File: src/design/clem_pkg.sv
package clem_pkg;

  localparam int unsigned KIND_W = 3;
  localparam logic [2:0] KIND_LOAD_DIFF = 3'd0;
  localparam logic [2:0] KIND_LOAD_ABIL = 3'd1;
  localparam logic [2:0] KIND_E_REC     = 3'd2;
  localparam logic [2:0] KIND_ITEM_UPD  = 3'd3;
  localparam logic [2:0] KIND_WORK_UPD  = 3'd4;

  localparam logic [1:0] RES_POSTERIOR = 2'd0;
  localparam logic [1:0] RES_DIFF      = 2'd1;
  localparam logic [1:0] RES_ABIL      = 2'd2;

  localparam logic [31:0] ONE_Q31 = 32'h8000_0000;
  localparam logic [15:0] LR_RESET = 16'd328;

  typedef struct packed {
    logic [2:0]  kind;
    logic [15:0] item_index;
    logic [5:0]  worker_index;
    logic        label;
    logic        last_in_group;
    logic [15:0] load_value;
  } in_item_t;

  typedef struct packed {
    logic [1:0]  result_kind;
    logic [15:0] result_index;
    logic [15:0] posterior_value;
    logic [15:0] updated_value;
  } out_item_t;

  // piecewise-linear sigmoid on a Q8.24 product, result clamped to [1, 65535]
  function automatic logic [16:0] sigmoid_q16(input logic signed [31:0] p);
    logic [31:0] m;
    logic [16:0] y;
    logic [16:0] s;
    begin
      m = p[31] ? 32'(-p) : 32'(p);
      if (m >= 32'd83886080) y = 17'd65536;
      else if (m >= 32'd39845888) y = 17'(m >> 13) + 17'd55296;
      else if (m >= 32'd16777216) y = 17'(m >> 11) + 17'd40960;
      else y = 17'(m >> 10) + 17'd32768;
      s = p[31] ? 17'd65536 - y : y;
      if (s < 17'd1) s = 17'd1;
      if (s > 17'd65535) s = 17'd65535;
      sigmoid_q16 = s;
    end
  endfunction

endpackage

File: src/design/clem_front.sv
// accepts transactions, drops unknown kinds, feeds a two-entry queue
module clem_front (
  input  logic                clk_i,
  input  logic                rst_ni,
  input  logic                in_valid_i,
  output logic                in_ready_o,
  input  clem_pkg::in_item_t  in_data_i,
  output logic                q_valid_o,
  input  logic                q_pop_i,
  output clem_pkg::in_item_t  q_data_o
);
  clem_pkg::in_item_t mem_q [2];
  logic       wp_q, rp_q;
  logic [1:0] cnt_q;
  logic       push, known;

  assign known = in_data_i.kind <= clem_pkg::KIND_WORK_UPD;
  assign in_ready_o = cnt_q != 2'd2;
  assign push = in_valid_i && in_ready_o && known;
  assign q_valid_o = cnt_q != 2'd0;
  assign q_data_o = mem_q[rp_q];

  always_ff @(posedge clk_i) begin
    if (push) mem_q[wp_q] <= in_data_i;
  end

  always_ff @(posedge clk_i or negedge rst_ni) begin
    if (!rst_ni) begin
      wp_q <= 1'b0;
      rp_q <= 1'b0;
      cnt_q <= 2'd0;
    end else begin
      if (push) wp_q <= ~wp_q;
      if (q_pop_i) rp_q <= ~rp_q;
      cnt_q <= cnt_q + 2'(push) - 2'(q_pop_i);
    end
  end
endmodule

File: config.mk
export PLATFORM = sky130hd
export DESIGN_NAME = clem_front
export DESIGN_NICKNAME = d
export VERILOG_FILES = /design/src/design/clem_pkg.sv /design/src/design/clem_front.sv
export SDC_FILE = /design/constraint.sdc
export NUM_CORES = 1
export LEC_CHECK = 0
export ABC_AREA = 1
export BUFFER_PORTS_ARGS = -buffer_cell sky130_fd_sc_hd__clkbuf_2
export CAP_MARGIN = 20
export CORE_ASPECT_RATIO = 0.75
export CORE_MARGIN = 8
export CORE_UTILIZATION = 56
export CTS_CLUSTER_SIZE = 25
export DETAILED_ROUTE_END_ITERATION = 10
export HOLD_SLACK_MARGIN = 0.15
export PLACE_DENSITY_LB_ADDON = 0.2
export SYNTH_ARGS = -nofsm -noshare
export SYNTH_HDL_FRONTEND = slang
export SYNTH_SLANG_ARGS = --single-unit
export TNS_END_PERCENT = 50
File: constraint.sdc
create_clock -name clk_i -period 6.8 [get_ports clk_i]
set_clock_uncertainty 0.1 [all_clocks]
set_input_delay 1.02 -clock clk_i [delete_from_list [all_inputs] [get_ports clk_i]]
set_output_delay 1.02 -clock clk_i [all_outputs]
set_load 0.05 [all_outputs]
==> results of run 1 <==
## how the worst min path moves through the flow
stage | startpoint | end
floorplan | wp_q$_DFFE_PN0P_ | wp_q$_DFFE_PN0P_
global placement | wp_q$_DFFE_PN0P_ | wp_q$_DFFE_PN0P_
detailed placement | wp_q$_DFFE_PN0P_ | wp_q$_DFFE_PN0P_
CTS | rst_ni | cnt_q[1]$_DFF_PN0_
global route | rst_ni | wp_q$_DFFE_PN0P_
finish | rst_ni | cnt_q[1]$_DFF_PN0_
## placed cells by master (no fill, tap or decap), types with 2 or more instances in the layout
cell / synthesis / final
buf_4: 0 / 2
bufinv_16: 0 / 3
clkbuf_2: 0 / 91
clkbuf_8: 0 / 9
dfrtp_1: 4 / 3
edfxtp_1: 86 / 86
ha_1: 2 / 2
inv_1: 7 / 6
mux2_2: 4 / 4
mux2_4: 39 / 39
nand2_1: 7 / 7
## power breakdown
part / switching [mW] / internal [mW]
clock network: 0.166 / 0.242
logic: 0.543 / 0.260
registers: 0.0568 / 0.710
## area by class of cell
class,count,share of cell area
Clock inverter,5,0.0245
Multi-Input combinational cell,59,0.172
Clock buffer,10,0.0301
Tap cell,81,0.0239
Inverter,7,0.00619
Timing Repair Buffer,93,0.111
Sequential cell,90,0.632
## metrics by stage
step	cells	total power, mW	utilization
2_1_floorplan	161	1.49	-
3_3_place_gp	330	1.59	0.648
3_5_place_dp	330	1.60	0.648
4_1_cts	345	2.00	0.685
5_1_grt	345	2.06	0.685
6_report	345	1.98	0.685
## cell families (layout without fill, tap and decap cells)
| kind of cell | count (synthesis) | in the layout | synth area share |
|---|---|---|---|
| adders and majority gates | 2 | 2 | 0.00710 |
| xor gates and xnor gates | 2 | 2 | 0.00497 |
| and+or+nand+nor | 10 | 10 | 0.0117 |
| buffers and inverters | 12 | 115 | 0.0334 |
| DFF | 90 | 90 | 0.761 |
| AOI/OAI and AO/OA | 2 | 2 | 0.00284 |
| muxes | 43 | 43 | 0.179 |
## registers in the layout, summed over array words and instances (netlist names)
signal,cells
cnt_q,2
mem_q,86
rp_q,1
wp_q,1
## layer usage
metal	wire, µm	up-vias
met5	0	-
met4	19	0
met3	500	2
met2	2930	57
met1	2080	806
li1	-	816
==> results.py, run 1 <==
metrics = {
    "routing": {
        "antenna_left": 0,
        "routed_wl_um": 5530,
        "drt_iter0_drc": 73,
        "first_pass_iters": 4,
        "wl_per_cell_um": 16.0,
        "drt-vias-per-instance": 4.87,
        "via_count": 1681,
        "drc": 0,
    },
    "final_layout": {
        "nets": 309,
        "regArea_um2": 2680,
        "num_antenna_cells": 0,
        "finalInstanceArea_um2": 4250,
        "nFillCells": 435,
        "multi_input_area_um2": 732,
        "drive_gt1_frac": 0.583,
        "area_growth_pct": 20.4,
    },
    "run": {
        "max-cap-violations": 0,
    },
    "setup_path": {
        "endpoint": "q_data_o[38]",
        "r2r-start": "cnt_q[1]$_DFF_PN0_",
        "cp-end-kind": "primary output",
        "setup.worst_path.start": "rp_q$_DFFE_PN0P_",
        "critPathMaxFanout": 23,
        "cpMaxStageDelayCell": "dfrtp_2",
        "arrival_ns": 2.28,
        "startpoint_type": "flop",
        "max_stage_delay_ns": 0.81,
        "path_cells": "buf_4 > mux2_2 > clkbuf_2",
        "r2r_slack_ns": 4.71,
        "crit_buf_inv": 2,
        "required_ns": 5.68,
        "crit_family": "flip-flops",
        "crit_type": "flop to primary output",
        "crit_cells": 3,
        "r2r-end": "mem_q[1][27]$_DFFE_PP_",
        "reg2reg_depth": 4,
    },
    "placed_design": {
        "dp_slack_ns": 3.73,
        "place_area_um2": 4010,
        "gp_congestion": 0.713,
        "hpwlAfterDp_um": 3820,
        "port_buffers": 91,
    },
    "timing": {
        "worstMarginPinSlew_ns": 0.935,
        "setup_viol": 0,
        "slew_headroom": 0.376,
        "setup_tns_ns": 0,
        "whs_ns": 0.371,
        "slew_viol_final": 0,
        "rsz0062_at_grt": "false",
        "fmax_mhz": 294,
        "period_share": 0.500,
        "fin_ws_ns": 3.40,
        "layout_min_cycle_time_ns": 3.40,
        "hold_viol": 0,
    },
    "clocking": {
        "root_buffer": "clkbuf_8",
        "clk_latency_ns": 0.34,
        "cts-resized-gates": 0,
        "cts_buffer_depth": 2,
        "postCtsHoldBufs": 0,
        "numCtsBuffers": 9,
        "cts_setup_buffers": 0,
        "h-tree-depth": 3,
        "cts_tree": "built",
        "clkTransAtPathRegs_ns": 0.08,
        "clock-sinks": 90,
    },
    "logic_synthesis": {
        "synthCells": 161,
        "synth_ff_type": "edfxtp_1",
        "synth.top_cell.area_share": 0.733,
        "yosysWarnings": 0,
        "synth-seq-cells": 90,
        "syn_area_um2": 3520,
        "synth_commonest_cells": "edfxtp_1 (86), mux2_4 (39), inv_1 (7), nand2_1 (7)",
        "synth_most_common_cell": "edfxtp_1",
        "synth_area_leaders": "edfxtp_1 (73%), mux2_4 (17%), dfrtp_1 (2.8%)",
        "synthArstFlopShare": 0.0444,
        "ys_types": 16,
        "synth_edf_count": 86,
        "ys_seq_area_frac": 0.761,
        "synth_area_leader_cell": "edfxtp_1",
        "synth_nets": 210,
        "avgSynthCellArea_um2": 21.9,
    },
    "run_status": {
        "status": "finished clean",
    },
    "grt": {
        "grt_antenna_before_repair": 0,
        "grt_pass1_wl_um": 8670,
        "met1_usage": 0.131,
        "use_met3": 0.0681,
        "use_met2": 0.208,
        "overflow": 0,
        "busiest_layer": "met2",
        "grt_pass1_vias": 1813,
        "grt_max_degree": 44,
        "grt.total_usage": 0.124,
    },
    "floorplan": {
        "io_pins": 92,
        "initial_core_util": 0.569,
        "fp.dieH_um": 84.7,
        "std_cell_rows": 25,
        "die-area_um2": 9110,
        "die_x_um": 108,
        "core-area_um2": 6190,
    },
    "power_and_ir_drop": {
        "vdd_drop_max_v": 0.000232,
        "p_leak_nw": 1.76,
        "p_per_area_nw_per_um2": 466,
    },
    "hold_path": {
        "hp-class": "input port to asynchronous set/reset pin",
    },
}
No activity file was read; power rests on OpenSTA's default activity.
==> inputs of run 2 (changes only) <==
--- a/config.mk
+++ b/config.mk
@@ -10,7 +10,7 @@
 export CAP_MARGIN = 20
 export CORE_ASPECT_RATIO = 0.75
 export CORE_MARGIN = 8
-export CORE_UTILIZATION = 56
+export CORE_UTILIZATION = 52
 export CTS_CLUSTER_SIZE = 25
 export DETAILED_ROUTE_END_ITERATION = 10
 export HOLD_SLACK_MARGIN = 0.15
==> constraint.sdc (replaced) <==
create_clock -name clk_i -period 3.4 [get_ports clk_i]
set_clock_uncertainty 0.1 [all_clocks]
set_input_delay 0.51 -clock clk_i [delete_from_list [all_inputs] [get_ports clk_i]]
set_output_delay 0.51 -clock clk_i [all_outputs]
set_load 0.05 [all_outputs]
==> run 2 against run 1 <==
Against the previous run: worst hold slack lost 0.12 ns; via count grew 0.65%; global-route usage shrank 0.36 points; flip-flop and latch count is the same; clock-buffer cell count shrank 1; final area shrank 0.24%; cell count grew 2.0%; wire length grew 5.3%; register-to-register slack lost 3.2 ns; worst setup slack lost 2.3 ns; critical path type unchanged; critical endpoint is now q_data_o[39]; largest power group unchanged.
==> results.py, run 2 (synthesis results as in run 1) <==
metrics = {
    "clocking": {
        "clock-sinks": 90,
        "cts_buffer_depth": 2,
        "cts_setup_buffers": 0,
        "postCtsHoldBufs": 1,
        "root_buffer": "clkbuf_8",
        "numCtsBuffers": 9,
        "clkTransAtPathRegs_ns": 0.08,
        "cts-resized-gates": 0,
        "cts_tree": "built",
        "h-tree-depth": 3,
        "clk_latency_ns": 0.34,
    },
    "hold_path": {
        "holdPathEnd": "mem_q[1][28]$_DFFE_PP_",
        "min-delay-start": "in_data_i[28]",
        "hold_depth": 1,
        "hp-class": "input port to flop",
    },
    "routing": {
        "drt_iter0_drc": 55,
        "first_pass_iters": 4,
        "wl_per_cell_um": 16.5,
        "drc": 0,
        "via_count": 1692,
        "drt-vias-per-instance": 4.81,
        "routed_wl_um": 5820,
        "antenna_left": 0,
    },
    "grt": {
        "overflow": 0,
        "grt_antenna_before_repair": 0,
        "grt_pass1_wl_um": 8800,
        "grt_max_degree": 28,
        "grt_pass1_vias": 1740,
        "grt.total_usage": 0.120,
    },
    "setup_path": {
        "required_ns": 2.79,
        "path_cells": "buf_4 > mux2_2 > clkbuf_2",
        "crit_type": "flop to primary output",
        "reg2reg_depth": 4,
        "r2r-end": "mem_q[1][24]$_DFFE_PP_",
        "cp-end-kind": "primary output",
        "r2r-start": "cnt_q[1]$_DFF_PN0_",
        "max_stage_delay_ns": 0.40,
        "cpMaxStageDelayCell": "mux2_2",
        "crit_family": "buffers and inverters",
        "r2r_slack_ns": 1.49,
        "startpoint_type": "flop",
        "arrival_ns": 1.73,
        "crit_buf_inv": 2,
        "critPathMaxFanout": 24,
    },
    "run_status": {
        "status": "finished clean",
    },
    "timing": {
        "setup_tns_ns": 0,
        "whs_ns": 0.246,
        "slew_headroom": 0.630,
        "hold_viol": 0,
        "period_share": 0.689,
        "rsz0062_at_grt": "false",
        "layout_min_cycle_time_ns": 2.34,
        "worstMarginPinSlew_ns": 0.553,
        "fmax_mhz": 427,
        "setup_viol": 0,
        "slew_viol_final": 0,
    },
    "final_layout": {
        "final_cell_mix": "clkbuf_2 (91), edfxtp_1 (86), mux2_4 (39)",
        "nets": 312,
        "num_antenna_cells": 0,
        "mostFrequentLayoutCell": "clkbuf_2",
        "largestRegisters": "mem_q (86), cnt_q (2)",
        "largest_register": "mem_q",
        "largest_reg_flops": 86,
        "drive_gt1_frac": 0.582,
        "area_growth_pct": 20.2,
    },
    "power_and_ir_drop": {
        "switching_share": 0.414,
        "power_switching_mw": 1.57,
        "power_frac_comb": 0.453,
        "p_per_area_nw_per_um2": 895,
        "vdd_drop_max_v": 0.000423,
        "p_leak_nw": 1.74,
        "p_int_mw": 2.22,
        "power_frac_seq": 0.386,
        "p_clk_frac": 0.161,
    },
    "floorplan": {
        "initial_core_util": 0.526,
        "die_x_um": 111,
        "io_pins": 92,
        "std_cell_rows": 26,
        "die-area_um2": 9700,
        "fp.dieH_um": 87.3,
        "core-area_um2": 6700,
    },
    "placed_design": {
        "port_buffers": 91,
        "gp_congestion": 0.776,
        "hpwlAfterDp_um": 4140,
    },
    "run": {
        "max-cap-violations": 0,
    },
}
[run 2: changes by cell type in the layout (fill, tap and decap cells not counted)]
| cell | delta |
|---|---|
| dlygate4sd3_1 | +1 |
| clkinv_1 | +2 |
| bufinv_16 | -3 |
| clkinvlp_4 | +3 |
| buf_12 | +2 |
| clkbuf_1 | -1 |
| clkinv_4 | -1 |
| inv_6 | +1 |
[run 2: area by class of cell]
| class | count | area (µm²) |
|---|---|---|
| clock buffers | 9 | 124 |
| clock inverters | 7 | 43.8 |
| fillers | 481 | 2470 |
| inverters | 7 | 26.3 |
| multi-input cells | 59 | 732 |
| flip-flops and latches | 90 | 2680 |
| well taps | 84 | 105 |
| repair buffers | 96 | 520 |
[run 2: metrics by stage]
step	total power, mW	util	instances	area [µm²]	worst slack (ns)
6_report	3.79	0.632	352	4240	1.06
3_5_place_dp	3.24	0.605	335	4060	1.23
5_1_grt	3.96	0.632	352	4240	0.969
2_1_floorplan	2.98	-	161	3520	0.221
3_3_place_gp	3.22	0.605	335	4060	1.25
4_1_cts	3.85	0.632	352	4240	1.01
[run 2: worst max path at each step]
stage                      from                    end  slack, ns  cells after the start
2_1_floorplan     in_data_i[41]  mem_q[1][0]$_DFFE_PP_       0.22                      3
3_3_place_gp      in_data_i[41]  mem_q[1][2]$_DFFE_PP_       1.25                      5
3_5_place_dp      in_data_i[40]  mem_q[1][2]$_DFFE_PP_       1.23                      5
4_1_cts        rp_q$_DFFE_PN0P_           q_data_o[38]       1.01                      3
5_1_grt        rp_q$_DFFE_PN0P_           q_data_o[39]       0.97                      3
6_report       rp_q$_DFFE_PN0P_           q_data_o[39]       1.06                      3
[run 2: power by group through the flow]
stage	clock network [mW]	registers [mW]	logic, mW
after floorplan	0	1.49	1.50
final	0.609	1.47	1.72
after global placement	0	1.49	1.73
after global routing	0.675	1.48	1.80
after detailed placement	0	1.49	1.74
after CTS	0.631	1.47	1.75
[run 2: worst reg2reg max path, cell delays in order, from the launching register on]
cell and delay (ns):
dfrtp_1 0.43, a21oi_1 0.20, nand2_1 0.14, nor2_4 0.46, buf_12 0.28
[run 2: layer usage]
layer	part of all wire	vias up	global-route usage
met2	0.48	61	0.187
li1	-	817	-
met3	0.094	7	0.0702
met4	0.0082	0	0.0434
met1	0.42	807	0.136
met5	0	-	0
